==> config.mk <==
export PLATFORM = sky130hd
export DESIGN_NAME = strided_tensor_copy_address_gen_top
export DESIGN_NICKNAME = d
export VERILOG_FILES = /design/src/rtl/stcag_pkg.sv /design/src/rtl/strided_tensor_copy_address_gen_top.sv /design/src/rtl/stcag_ctrl.sv /design/src/rtl/stcag_datapath.sv
export SDC_FILE = /design/constraint.sdc
export NUM_CORES = 2
export LEC_CHECK = 0
export BUFFER_PORTS_ARGS = -buffer_cell sky130_fd_sc_hd__clkbuf_2
export CORE_MARGIN = 3
export CORE_UTILIZATION = 30
export DETAILED_ROUTE_END_ITERATION = 12
export SLEW_MARGIN = 20
export SYNTH_ARGS = -nofsm -noshare
export SYNTH_HDL_FRONTEND = slang
export SYNTH_SLANG_ARGS = --single-unit
==> constraint.sdc <==
create_clock -name clk_i -period 16.8 [get_ports clk_i]
set_input_delay 2.52 -clock clk_i [delete_from_list [all_inputs] [get_ports clk_i]]
set_output_delay 2.52 -clock clk_i [all_outputs]
set_load 0.1 [all_outputs]
==> src/rtl/stcag_pkg.sv <==
// Shared widths, register indexes, state encoding and control structs of the strided copy engine.
package stcag_pkg;

  // Field widths
  localparam int ItemW   = 8;
  localparam int ExtW    = 16;
  localparam int StrideW = 32;
  localparam int OffW    = 32;
  localparam int IdxW    = 3;
  localparam int CfgW    = 32;

  // Widths of the running extent products
  localparam int P1W = ItemW + ExtW;
  localparam int P2W = P1W + ExtW;
  localparam int P3W = P2W + ExtW;

  // Configuration register indexes
  localparam logic [IdxW-1:0] RegItemBytes    = 3'd0;
  localparam logic [IdxW-1:0] RegExtentOuter  = 3'd1;
  localparam logic [IdxW-1:0] RegExtentMiddle = 3'd2;
  localparam logic [IdxW-1:0] RegExtentInner  = 3'd3;
  localparam logic [IdxW-1:0] RegStrideOuter  = 3'd4;
  localparam logic [IdxW-1:0] RegStrideMiddle = 3'd5;
  localparam logic [IdxW-1:0] RegStrideInner  = 3'd6;

  // Collapse level: number of dimensions walked by the counters
  typedef logic [1:0] level_t;
  localparam level_t LvlDense       = 2'd0;
  localparam level_t LvlWalkOuter   = 2'd1;
  localparam level_t LvlWalkMiddle  = 2'd2;
  localparam level_t LvlWalkInner   = 2'd3;

  // Controller states
  typedef enum logic [2:0] {
    StIdle,
    StProd1,
    StProd2,
    StProd3,
    StSetup,
    StEmit
  } state_e;

  // Controller to datapath commands
  typedef struct packed {
    logic prod1;
    logic prod2;
    logic prod3;
    logic setup;
    logic emit;
  } cmd_t;

  // Datapath to controller status
  typedef struct packed {
    logic active;
  } status_t;

endpackage

==> src/rtl/strided_tensor_copy_address_gen_top.sv <==
// Top level of the strided three-dimensional copy chunk generator.
//
// Usage: program the element size, three extents and three signed source
// strides on the configuration channel (cfg_valid_i/cfg_ready_o, register
// index and data); cfg_ready_o is always high and any write ends a running
// transfer. Each item on the request channel (in_valid_i/in_stall_o) with
// request_i set yields one chunk on the output channel (out_valid_o /
// out_stall_i): source offset, destination offset, byte length, last mark
// and size overflow flag. An item with request_i clear gives no chunk.
// The first request of a transfer runs a setup of three extent
// multiplies and the contiguity test before its chunk is loaded. Later
// requests give their chunk in the next cycle, one chunk per cycle while
// the output is not stalled.
// The output holds one item; while it is stalled, requests are stalled too.
// Reset sets the control, config and walk registers (sizes and strides 1)
// and no transfer is in progress; the next request starts one.
module strided_tensor_copy_address_gen_top (
  input  logic                               clk_i,
  input  logic                               rst_ni,
  input  logic                               cfg_valid_i,
  output logic                               cfg_ready_o,
  input  logic [stcag_pkg::IdxW-1:0]         cfg_index_i,
  input  logic [stcag_pkg::CfgW-1:0]         cfg_data_i,
  input  logic                               in_valid_i,
  output logic                               in_stall_o,
  input  logic                               request_i,
  output logic                               out_valid_o,
  input  logic                               out_stall_i,
  output logic signed [stcag_pkg::OffW-1:0]  src_offset_o,
  output logic [stcag_pkg::OffW-1:0]         dst_offset_o,
  output logic [stcag_pkg::OffW-1:0]         chunk_bytes_o,
  output logic                               last_chunk_o,
  output logic                               size_overflow_o
);

  stcag_pkg::cmd_t    cmd;
  stcag_pkg::status_t status;

  // Register writes are always taken
  assign cfg_ready_o = 1'b1;

  // Controller
  stcag_ctrl u_ctrl (
    .clk_i       (clk_i),
    .rst_ni      (rst_ni),
    .in_valid_i  (in_valid_i),
    .request_i   (request_i),
    .in_stall_o  (in_stall_o),
    .out_valid_o (out_valid_o),
    .out_stall_i (out_stall_i),
    .status_i    (status),
    .cmd_o       (cmd)
  );

  // Datapath
  stcag_datapath u_datapath (
    .clk_i           (clk_i),
    .rst_ni          (rst_ni),
    .cfg_valid_i     (cfg_valid_i),
    .cfg_index_i     (cfg_index_i),
    .cfg_data_i      (cfg_data_i),
    .cmd_i           (cmd),
    .status_o        (status),
    .src_offset_o    (src_offset_o),
    .dst_offset_o    (dst_offset_o),
    .chunk_bytes_o   (chunk_bytes_o),
    .last_chunk_o    (last_chunk_o),
    .size_overflow_o (size_overflow_o)
  );

endmodule

==> src/rtl/stcag_ctrl.sv <==
// Controller state machine: request handshake, transfer setup sequence and output valid.
module stcag_ctrl (
  input  logic                clk_i,
  input  logic                rst_ni,
  input  logic                in_valid_i,
  input  logic                request_i,
  output logic                in_stall_o,
  output logic                out_valid_o,
  input  logic                out_stall_i,
  input  stcag_pkg::status_t  status_i,
  output stcag_pkg::cmd_t     cmd_o
);

  stcag_pkg::state_e state_q, state_d;
  logic              out_valid_q;
  logic              out_free;
  logic              idle_accept;

  // Output register can take a new item this cycle
  assign out_free    = !out_valid_q || !out_stall_i;
  assign idle_accept = in_valid_i && out_free && request_i;

  // Next state
  always_comb begin
    state_d = state_q;
    unique case (state_q)
      stcag_pkg::StIdle: begin
        if (idle_accept && !status_i.active) begin
          state_d = stcag_pkg::StProd1;
        end
      end
      stcag_pkg::StProd1: state_d = stcag_pkg::StProd2;
      stcag_pkg::StProd2: state_d = stcag_pkg::StProd3;
      stcag_pkg::StProd3: state_d = stcag_pkg::StSetup;
      stcag_pkg::StSetup: state_d = stcag_pkg::StEmit;
      stcag_pkg::StEmit: begin
        if (out_free) begin
          state_d = stcag_pkg::StIdle;
        end
      end
      default: state_d = stcag_pkg::StIdle;
    endcase
  end

  // Outputs
  always_comb begin
    cmd_o      = '0;
    in_stall_o = 1'b1;
    unique case (state_q)
      stcag_pkg::StIdle: begin
        in_stall_o = !out_free;
        cmd_o.emit = idle_accept && status_i.active;
      end
      stcag_pkg::StProd1: cmd_o.prod1 = 1'b1;
      stcag_pkg::StProd2: cmd_o.prod2 = 1'b1;
      stcag_pkg::StProd3: cmd_o.prod3 = 1'b1;
      stcag_pkg::StSetup: cmd_o.setup = 1'b1;
      stcag_pkg::StEmit:  cmd_o.emit  = out_free;
      default: begin
        cmd_o      = '0;
        in_stall_o = 1'b1;
      end
    endcase
  end

  // State and output valid registers
  always_ff @(posedge clk_i or negedge rst_ni) begin
    if (!rst_ni) begin
      state_q     <= stcag_pkg::StIdle;
      out_valid_q <= 1'b0;
    end else begin
      state_q <= state_d;
      if (cmd_o.emit) begin
        out_valid_q <= 1'b1;
      end else if (!out_stall_i) begin
        out_valid_q <= 1'b0;
      end
    end
  end

  assign out_valid_o = out_valid_q;

`ifndef SYNTH
  // Setup only starts for a transfer that is not yet running
  a_setup_inactive: assert property (@(posedge clk_i) disable iff (!rst_ni)
    state_q == stcag_pkg::StProd1 |-> !status_i.active)
    else $error("setup started while a transfer is active");

  // A transfer becomes active only out of the setup state
  a_active_from_setup: assert property (@(posedge clk_i) disable iff (!rst_ni)
    $rose(status_i.active) |-> $past(state_q) == stcag_pkg::StSetup)
    else $error("transfer activated outside setup");

  // Every emitted chunk shows up on the output
  a_emit_valid: assert property (@(posedge clk_i) disable iff (!rst_ni)
    cmd_o.emit |=> out_valid_q)
    else $error("emitted chunk not presented");
`endif

endmodule

==> src/rtl/stcag_datapath.sv <==
// Datapath: configuration registers, extent product chain, odometer counters and output register.
module stcag_datapath (
  input  logic                               clk_i,
  input  logic                               rst_ni,
  input  logic                               cfg_valid_i,
  input  logic [stcag_pkg::IdxW-1:0]         cfg_index_i,
  input  logic [stcag_pkg::CfgW-1:0]         cfg_data_i,
  input  stcag_pkg::cmd_t                    cmd_i,
  output stcag_pkg::status_t                 status_o,
  output logic signed [stcag_pkg::OffW-1:0]  src_offset_o,
  output logic [stcag_pkg::OffW-1:0]         dst_offset_o,
  output logic [stcag_pkg::OffW-1:0]         chunk_bytes_o,
  output logic                               last_chunk_o,
  output logic                               size_overflow_o
);

  localparam int ItemW   = stcag_pkg::ItemW;
  localparam int ExtW    = stcag_pkg::ExtW;
  localparam int StrideW = stcag_pkg::StrideW;
  localparam int OffW    = stcag_pkg::OffW;
  localparam int P1W     = stcag_pkg::P1W;
  localparam int P2W     = stcag_pkg::P2W;
  localparam int P3W     = stcag_pkg::P3W;

  // Configuration registers
  logic [ItemW-1:0]   item_q;
  logic [ExtW-1:0]    ext_o_q, ext_m_q, ext_i_q;
  logic [StrideW-1:0] stride_o_q, stride_m_q, stride_i_q;

  // Extent products (payload, no reset)
  logic [P1W-1:0] p1_q;
  logic [P2W-1:0] p2_q;
  logic [P3W-1:0] p3_q;

  // Walk state
  logic                 active_q;
  stcag_pkg::level_t    lvl_q;
  logic [ExtW-1:0]      cnt_o_q, cnt_m_q, cnt_i_q;
  logic [OffW-1:0]      acc_o_q, acc_m_q, acc_i_q;
  logic [OffW-1:0]      dst_q;
  logic [OffW-1:0]      len_q;
  logic                 big_q;

  // Output register
  logic [OffW-1:0] src_out_q, dst_out_q, bytes_out_q;
  logic            last_out_q, ovf_out_q;

  // Combinational helpers
  logic [ItemW-1:0]  item_eff;
  logic [ExtW-1:0]   eo_eff, em_eff, ei_eff;
  logic              inner_dense, middle_dense, outer_dense;
  stcag_pkg::level_t lvl_d;
  logic [OffW-1:0]   len_d;
  logic              big_d;
  logic              walk_o, walk_m, walk_i;
  logic [ExtW:0]     inc_o, inc_m, inc_i;
  logic              adv_o, adv_m, adv_i;
  logic              step_last;

  // A zero size or extent counts as one
  assign item_eff = (item_q == '0) ? ItemW'(1) : item_q;
  assign eo_eff   = (ext_o_q == '0) ? ExtW'(1) : ext_o_q;
  assign em_eff   = (ext_m_q == '0) ? ExtW'(1) : ext_m_q;
  assign ei_eff   = (ext_i_q == '0) ? ExtW'(1) : ext_i_q;

  // Configuration writes
  always_ff @(posedge clk_i or negedge rst_ni) begin
    if (!rst_ni) begin
      item_q     <= ItemW'(1);
      ext_o_q    <= ExtW'(1);
      ext_m_q    <= ExtW'(1);
      ext_i_q    <= ExtW'(1);
      stride_o_q <= StrideW'(1);
      stride_m_q <= StrideW'(1);
      stride_i_q <= StrideW'(1);
    end else if (cfg_valid_i) begin
      unique case (cfg_index_i)
        stcag_pkg::RegItemBytes:    item_q     <= cfg_data_i[ItemW-1:0];
        stcag_pkg::RegExtentOuter:  ext_o_q    <= cfg_data_i[ExtW-1:0];
        stcag_pkg::RegExtentMiddle: ext_m_q    <= cfg_data_i[ExtW-1:0];
        stcag_pkg::RegExtentInner:  ext_i_q    <= cfg_data_i[ExtW-1:0];
        stcag_pkg::RegStrideOuter:  stride_o_q <= cfg_data_i[StrideW-1:0];
        stcag_pkg::RegStrideMiddle: stride_m_q <= cfg_data_i[StrideW-1:0];
        stcag_pkg::RegStrideInner:  stride_i_q <= cfg_data_i[StrideW-1:0];
        default: ;
      endcase
    end
  end

  // Product chain, one multiply per setup step
  always_ff @(posedge clk_i) begin
    if (cmd_i.prod1) begin
      p1_q <= P1W'(item_eff) * P1W'(ei_eff);
    end
    if (cmd_i.prod2) begin
      p2_q <= P2W'(p1_q) * P2W'(em_eff);
    end
    if (cmd_i.prod3) begin
      p3_q <= P3W'(p2_q) * P3W'(eo_eff);
    end
  end

  // Contiguity test: exact compare of the signed stride with the dense step
  assign inner_dense  = (stride_i_q == StrideW'(item_eff));
  assign middle_dense = (stride_m_q[StrideW-1:P1W] == '0) && (stride_m_q[P1W-1:0] == p1_q);
  assign outer_dense  = !stride_o_q[StrideW-1] && (p2_q[P2W-1:StrideW-1] == '0) &&
                        (p2_q[StrideW-2:0] == stride_o_q[StrideW-2:0]);

  // Collapse level and chunk length
  always_comb begin
    if (!inner_dense) begin
      lvl_d = stcag_pkg::LvlWalkInner;
    end else if (!middle_dense) begin
      lvl_d = stcag_pkg::LvlWalkMiddle;
    end else if (!outer_dense) begin
      lvl_d = stcag_pkg::LvlWalkOuter;
    end else begin
      lvl_d = stcag_pkg::LvlDense;
    end
    case (lvl_d)
      stcag_pkg::LvlWalkInner:  len_d = OffW'(item_eff);
      stcag_pkg::LvlWalkMiddle: len_d = OffW'(p1_q);
      stcag_pkg::LvlWalkOuter:  len_d = OffW'(p2_q);
      default:                  len_d = OffW'(p3_q);
    endcase
  end

  assign big_d = |p3_q[P3W-1:OffW];

  // Odometer step, innermost walked dimension fastest
  assign walk_i = (lvl_q == stcag_pkg::LvlWalkInner);
  assign walk_m = walk_i || (lvl_q == stcag_pkg::LvlWalkMiddle);
  assign walk_o = walk_m || (lvl_q == stcag_pkg::LvlWalkOuter);

  assign inc_i = {1'b0, cnt_i_q} + (ExtW+1)'(1);
  assign inc_m = {1'b0, cnt_m_q} + (ExtW+1)'(1);
  assign inc_o = {1'b0, cnt_o_q} + (ExtW+1)'(1);

  assign adv_i = walk_i && (inc_i < {1'b0, ei_eff});
  assign adv_m = !adv_i && walk_m && (inc_m < {1'b0, em_eff});
  assign adv_o = !adv_i && !adv_m && walk_o && (inc_o < {1'b0, eo_eff});
  assign step_last = !(adv_i || adv_m || adv_o);

  // Walk state
  always_ff @(posedge clk_i or negedge rst_ni) begin
    if (!rst_ni) begin
      active_q <= 1'b0;
      lvl_q    <= stcag_pkg::LvlDense;
      cnt_o_q  <= '0;
      cnt_m_q  <= '0;
      cnt_i_q  <= '0;
      acc_o_q  <= '0;
      acc_m_q  <= '0;
      acc_i_q  <= '0;
      dst_q    <= '0;
      len_q    <= '0;
      big_q    <= 1'b0;
    end else if (cfg_valid_i || (cmd_i.emit && step_last)) begin
      // Any register write or the last chunk ends the transfer
      active_q <= 1'b0;
      lvl_q    <= stcag_pkg::LvlDense;
      cnt_o_q  <= '0;
      cnt_m_q  <= '0;
      cnt_i_q  <= '0;
      acc_o_q  <= '0;
      acc_m_q  <= '0;
      acc_i_q  <= '0;
      dst_q    <= '0;
      len_q    <= '0;
      big_q    <= 1'b0;
    end else if (cmd_i.setup) begin
      active_q <= 1'b1;
      lvl_q    <= lvl_d;
      len_q    <= len_d;
      big_q    <= big_d;
      cnt_o_q  <= '0;
      cnt_m_q  <= '0;
      cnt_i_q  <= '0;
      acc_o_q  <= '0;
      acc_m_q  <= '0;
      acc_i_q  <= '0;
      dst_q    <= '0;
    end else if (cmd_i.emit) begin
      dst_q <= dst_q + len_q;
      // Inner level
      if (adv_i) begin
        cnt_i_q <= inc_i[ExtW-1:0];
        acc_i_q <= acc_i_q + stride_i_q;
      end else begin
        cnt_i_q <= '0;
        acc_i_q <= '0;
      end
      // Middle level
      if (adv_m) begin
        cnt_m_q <= inc_m[ExtW-1:0];
        acc_m_q <= acc_m_q + stride_m_q;
      end else if (!adv_i) begin
        cnt_m_q <= '0;
        acc_m_q <= '0;
      end
      // Outer level
      if (adv_o) begin
        cnt_o_q <= inc_o[ExtW-1:0];
        acc_o_q <= acc_o_q + stride_o_q;
      end else if (!adv_i && !adv_m) begin
        cnt_o_q <= '0;
        acc_o_q <= '0;
      end
    end
  end

  // Output register, loaded with the current chunk
  always_ff @(posedge clk_i) begin
    if (cmd_i.emit) begin
      src_out_q   <= acc_o_q + acc_m_q + acc_i_q;
      dst_out_q   <= dst_q;
      bytes_out_q <= len_q;
      last_out_q  <= step_last;
      ovf_out_q   <= big_q;
    end
  end

  assign status_o.active = active_q;
  assign src_offset_o    = src_out_q;
  assign dst_offset_o    = dst_out_q;
  assign chunk_bytes_o   = bytes_out_q;
  assign last_chunk_o    = last_out_q;
  assign size_overflow_o = ovf_out_q;

`ifndef SYNTH
  // Setup arms the transfer
  a_setup_active: assert property (@(posedge clk_i) disable iff (!rst_ni)
    cmd_i.setup && !cfg_valid_i |=> active_q)
    else $error("setup did not start the transfer");

  // The last chunk closes the transfer
  a_last_closes: assert property (@(posedge clk_i) disable iff (!rst_ni)
    cmd_i.emit && step_last |=> !active_q)
    else $error("transfer still active after last chunk");

  // Inner counter stays inside its extent
  a_inner_range: assert property (@(posedge clk_i) disable iff (!rst_ni)
    active_q |-> cnt_i_q < ei_eff)
    else $error("inner counter out of range");
`endif

endmodule
After elaboration in Yosys (flattened, before gate mapping)
Index checks and enable logic that the tools add are counted.
{"block": "word_totals", "ff_bits": 586, "inputBits": 41, "out_inout_bits": 101}
{"block": "op_classes", "add_sub_neg": 9, "n_mul": 3, "n_lt_le_gt_ge": 3, "eq_ne": 24, "mux": 58, "n_reduce_logical": 50}
{"operator": "$mux W32", "count": 19}
{"operator": "$mux W16", "count": 17}
{"operator": "$add A32 B32 Y32", "count": 6}
{"operator": "$pmux W32 S3", "count": 1}
{"operator": "$mul A40 B16 Y56", "count": 1}
{"operator": "$add A16 B1 Y17 const B", "count": 3}
{"operator": "$lt A17 B16 Y1", "count": 3}
{"operator": "$logic_not A16 Y1", "count": 3}
{"operator": "$mul A24 B16 Y40", "count": 1}
{"operator": "$eq A32 B8 Y1", "count": 1}
{"operator": "$eq A31 B31 Y1", "count": 1}
{"operator": "$eq A24 B24 Y1", "count": 1}
{"operator": "$mul A8 B16 Y24", "count": 1}
{"operator": "$reduce_or A24 Y1", "count": 1}
{"operator": "$reduce_and A2 Y1", "count": 10}
{"operator": "$pmux W3 S6", "count": 1}
{"operator": "$logic_not A8 Y1", "count": 2}
{"operator": "$eq A3 B3 Y1 const B", "count": 5}
{"operator": "$logic_and A1 B1 Y1", "count": 14}
{"operator": "$eq A3 B2 Y1 const B", "count": 4}
{"operator": "$mux W1", "count": 12}
{"operator": "$logic_not A9 Y1", "count": 1}
{"operator": "$eq A2 B2 Y1 const B", "count": 4}
{"operator": "$logic_not A1 Y1", "count": 8}
{"operator": "other kinds (13)", "count": 27}

Logic depth before layout (Yosys ltp)
{"block": "depth", "word_depth": 17, "mapped_depth": 26}

Hierarchy
Synthesis repeated with hierarchy kept, for this count alone.
{"block": "unflattened", "cells_unflattened": 7170, "hier_area_um2": 68592.0}
{"module": "stcag_datapath", "n_inst": 1, "cells_per_inst": 7143, "area_each_um2": 68296.8, "seq_area_each_um2": 15663.8}
{"module": "stcag_ctrl", "n_inst": 1, "cells_per_inst": 25, "area_each_um2": 284.0, "seq_area_each_um2": 100.1}
{"module": "strided_tensor_copy_address_gen_top", "n_inst": 1, "cells_per_inst": 2, "area_each_um2": 11.3, "seq_area_each_um2": 0.0}

Least setup slack after synthesis
Ideal clock, no wire load.
{"block": "synth_path", "path_type": "input to register", "from": "input port request_i", "to": "register u_datapath.bytes_out_q[0], in the netlist u_datapath.chunk_bytes_o[0] (enable)", "setup_time_ps": 500, "arrival_ps": 6313, "required_ps": 16300, "slack_ps": 9987, "stages": 7, "cell_sequence": "nand4_1 a21oi_1 nand2_1 clkbuf_1 inv_1 clkbuf_1 clkbuf_1"}
{"element": "start, declared", "line": "strided_tensor_copy_address_gen_top.sv:26", "text": "input logic request_i,"}
{"element": "end signal, assigned", "line": "stcag_datapath.sv:217", "text": "bytes_out_q <= len_q;"}
{"element": "end, declared", "line": "stcag_datapath.sv:45", "text": "logic [OffW-1:0] src_out_q, dst_out_q, bytes_out_q;"}

Worst setup path after layout
{"block": "layout_path", "from": "register u_datapath.p2_q[26]", "to": "register u_datapath.p3_q[52] (data pin)"}
{"block": "layout_via", "elab_chain_cells": 1}
{"element": "start, declared", "line": "stcag_datapath.sv:32", "text": "logic [P2W-1:0] p2_q;"}
{"element": "start signal, assigned", "line": "stcag_datapath.sv:96", "text": "p2_q <= P2W'(p1_q) * P2W'(em_eff);"}
{"element": "$mul A40 B16 Y56", "line": "stcag_datapath.sv:99", "text": "p3_q <= P3W'(p2_q) * P3W'(eo_eff);"}
{"element": "end signal, assigned", "line": "stcag_datapath.sv:99"}
{"element": "end, declared", "line": "stcag_datapath.sv:33", "text": "logic [P3W-1:0] p3_q;"}
No other way between the ends.
A chain may end at the register's enable or synchronous reset.

==> results.yml <==
worst_setup_path:
  reg2reg_from: "u_datapath.p2_q[26]"
  rrSetupSlack_ns: 9.07
  slowest_delay_ns: 0.93
  cpMostUsedCell: "fa_1"
  critPathKind: "flip-flop to flip-flop"
  crit_fanout: 18
  reg2regPathDepth: 23
  required_ns: 17.22
  cp_slowest_cell: "edfxtp_1"
  r2r_end: "u_datapath.p3_q[52]"
  endpoint_kind: "flip-flop"
  cp_data_arrival_time_ns: 8.15
  startpoint_type: "flip-flop"
  path_cells: "nand2_1 -> fa_1 -> inv_1 -> fa_1 -> inv_1 -> fa_1 -> inv_1 -> fa_1 -> fa_1 -> inv_1 -> fa_1 -> inv_1 -> ha_1 -> a21oi_1 -> o211ai_1 -> a21oi_1 -> a21boi_0 -> a31oi_2 -> a221oi_2 -> o31ai_2 -> a221o_1 -> a211oi_2 -> xnor2_1"
sta:
  finalSetupViolations: 0
  rsz0062_at_grt: "false"
  setup_tns_ns: 0
  slew_headroom_pct: 20.5
  finClkSkew_ns: 0.0326
  period_share_pct: 46.0
  max_freq_ghz: 0.129
  maxSlewViolCount: 0
  finalCriticalPeriod_ns: 7.73
  worst_pin_slew_ns: 1.18
  hold_viol: 0
placement:
  dpl_cell_area_mm2: 0.0715
  routabilityCongestion: 0.932
  dp_hpwl_mm: 149
  dp_cells: 10000
  numPortBuffers: 140
global_routing:
  grt_pass1_vias: 54000
  grt_max_degree: 120
  grt_usage_pct: 17.2
  antenna_found_initial: 9
  grt_pass1_wl_mm: 311
  overflow: 0
finish:
  final_layout_size_suffix_gt1_share_pct: 7.10
  nFillCells: 22700
  synthToLayoutAreaGrowth_pct: 9.33
  multiInputGateArea_mm2: 0.0462
  regArea_mm2: 0.0158
  fin_cells: 10200
  fin_nets: 8596
  postLayoutCellArea_mm2: 0.0739
synthesis:
  synthFlopType: "dfrtp_1"
  netlist_top_cells_count: "inv_1 (1173), nand2_1 (1121), fa_1 (956), ha_1 (486), and2_1 (404)"
  synth_cells: 7173
  synth_area_mm2: 0.0676
  ys_types: 82
  synth_top_cell_area_share_pct: 28.3
  postSynthAreaPerCell_um2: 9.43
  yosys_warnings: 0
  synth_nets: 8656
  yosysMostFrequentCell: "inv_1"
  synthTopCellsByArea: "fa_1 (28%), dfrtp_1 (13%), edfxtp_1 (9.7%)"
  synth_area_leader_cell: "fa_1"
  synth_edf_count: 218
  yosysSeqAreaShare_pct: 23.3
  postSynth.asyncResetShare_pct: 62.8
  synth_seq_cells: 586
clock_network:
  cts_hold_buffers: 0
  cts_tree: "yes"
  cts_root_buffer: "clkbuf_16"
  cts_buffers: 71
  cts.sinks: 586
  clock_path_buffers: 3
  htreeDepth: 3
  cts_resized: 0
  post_cts_buffers: 0
  clk-insertion-delay-late_ns: 0.70
  clkTransAtPathRegs_ns: 0.06
die:
  row_count: 173
  die_h_um: 481
  die_x_um: 481
  core_area_mm2: 0.223
  pin_count: 142
  die_area_mm2: 0.231
  initial_core_util_pct: 30.3
route:
  wire_per_inst_um: 19.4
  drt_iter0_drc: 3644
  dr.pass1.iters: 6
  viasPerCell: 5.00
  routed_wl_mm: 197
  vias: 50700
  route.detailed.drc: 0
  antenna_left: 0
min_path:
  whs_endpoint: "u_datapath.size_overflow_o"
  worstHoldStart: "u_datapath.big_q"
  hold_depth: 0
  hp-class: "flip-flop to flip-flop"
outcome:
  status: "completed"
flow_run:
  cap_violations: 0
==> layer usage <==
metal | global-route usage [%] | wire length, µm
met1 | 22.3 | 83300
met2 | 28.7 | 92500
met3 | 2.66 | 13000
met4 | 6.87 | 8100
met5 | 0 | 13
==> final cells by class <==
class | count | share of cell area (%)
clock buffers | 99 | 2.77
flip-flops and latches | 586 | 21.3
well taps | 2975 | 5.03
diodes | 4 | 0.0135
repair buffers | 227 | 2.00
multi-input cells | 5053 | 62.4
inverters | 1174 | 5.97
clock inverters | 32 | 0.470
==> how the worst max path moves through the flow <==
stage	startpoint	endpoint	slack, ns	cells past startpoint
finish	u_datapath.p2_q[26]	u_datapath.p3_q[52]	9.07	23
global placement	u_datapath.p1_q[18]	u_datapath.p2_q[39]	8.70	23
CTS	u_datapath.p1_q[19]	u_datapath.p2_q[39]	9.09	24
detailed placement	u_datapath.p1_q[19]	u_datapath.p2_q[39]	9.10	24
global route	u_datapath.p1_q[19]	u_datapath.p2_q[39]	8.62	24
floorplan	request_i	u_datapath.chunk_bytes_o[0]	9.99	7
==> cell families (layout without fill, tap and decap cells) <==
family	count (synthesis)	after routing	share of synthesized area, %
xor+xnor	339	339	4.39
simple gates	2060	2060	14.2
flops	586	586	23.3
other cells	1	5	0.00555
buf+inv	1534	1532	8.54
mux	144	144	2.36
compound gates	1067	1067	9.94
fa+ha+maj	1442	1442	37.3
==> through the flow <==
step           setup WS [ns]  utilization [%]  hold WS [ns]
3_3_place_gp            8.70             32.0         0.440
4_1_cts                 9.09             33.1         0.458
2_1_floorplan           9.99                -         0.425
6_report                9.07             33.1         0.455
5_1_grt                 8.62             33.1         0.482
3_5_place_dp            9.10             32.0         0.440
==> cells in the final DEF, fill, tap and decap left out, types with 35 or more instances in the layout <==
| cell | synthesis | final |
|---|---|---|
| buf_4 | 2 | 76 |
| edfxtp_1 | 218 | 218 |
| nand4_1 | 48 | 48 |
| a21o_1 | 150 | 150 |
| inv_1 | 1173 | 1172 |
| and3_1 | 46 | 46 |
| clkbuf_16 | 0 | 74 |
| o21ai_0 | 283 | 283 |
| nand3_1 | 71 | 71 |
| ha_1 | 486 | 486 |
| nand2_1 | 1121 | 1120 |
| dfrtp_1 | 361 | 359 |
| nor2_1 | 173 | 171 |
| xnor2_1 | 231 | 231 |
| o21bai_1 | 38 | 38 |
| nor4_1 | 36 | 35 |
| a211oi_1 | 39 | 39 |
| xor2_1 | 108 | 108 |
| a21oi_1 | 308 | 307 |
| clkbuf_2 | 0 | 139 |
| fa_1 | 956 | 956 |
| mux2_2 | 123 | 123 |
| and2_1 | 404 | 403 |
| nor3_1 | 46 | 43 |
==> state kept, by name, summed over array words and instances, names as in the netlist, 8 cells and up <==
register	cells
u_datapath.acc_m_q	32
u_datapath.acc_o_q	32
u_datapath.cnt_o_q	16
u_datapath.ext_m_q	16
u_datapath.p3_q	56
u_datapath.stride_o_q	32
u_datapath.cnt_i_q	16
u_datapath.acc_i_q	32
u_datapath.dst_q	32
u_datapath.ext_i_q	16
u_datapath.p1_q	24
u_datapath.src_offset_o	32
u_datapath.len_q	32
u_datapath.chunk_bytes_o	32
u_datapath.stride_i_q	32
u_datapath.cnt_m_q	16
u_datapath.p2_q	40
u_datapath.dst_offset_o	32
u_datapath.stride_m_q	32
u_datapath.ext_o_q	16
u_datapath.item_q	8
==> worst max-delay path, delay by kind of cell, from the launching register on <==
kind / cells / cell delay, ns
AOI/OAI and AO/OA: 9 / 2.58
xor gates and xnor gates: 1 / 0.09
adders and majority gates: 7 / 3.39
buffers and inverters: 5 / 0.27
DFF: 1 / 0.93
and+or+nand+nor: 1 / 0.20
Power is left out: the tool's default activity adds up to more than one toggle a clock period on the data nets, which glitch-free logic cannot reach.
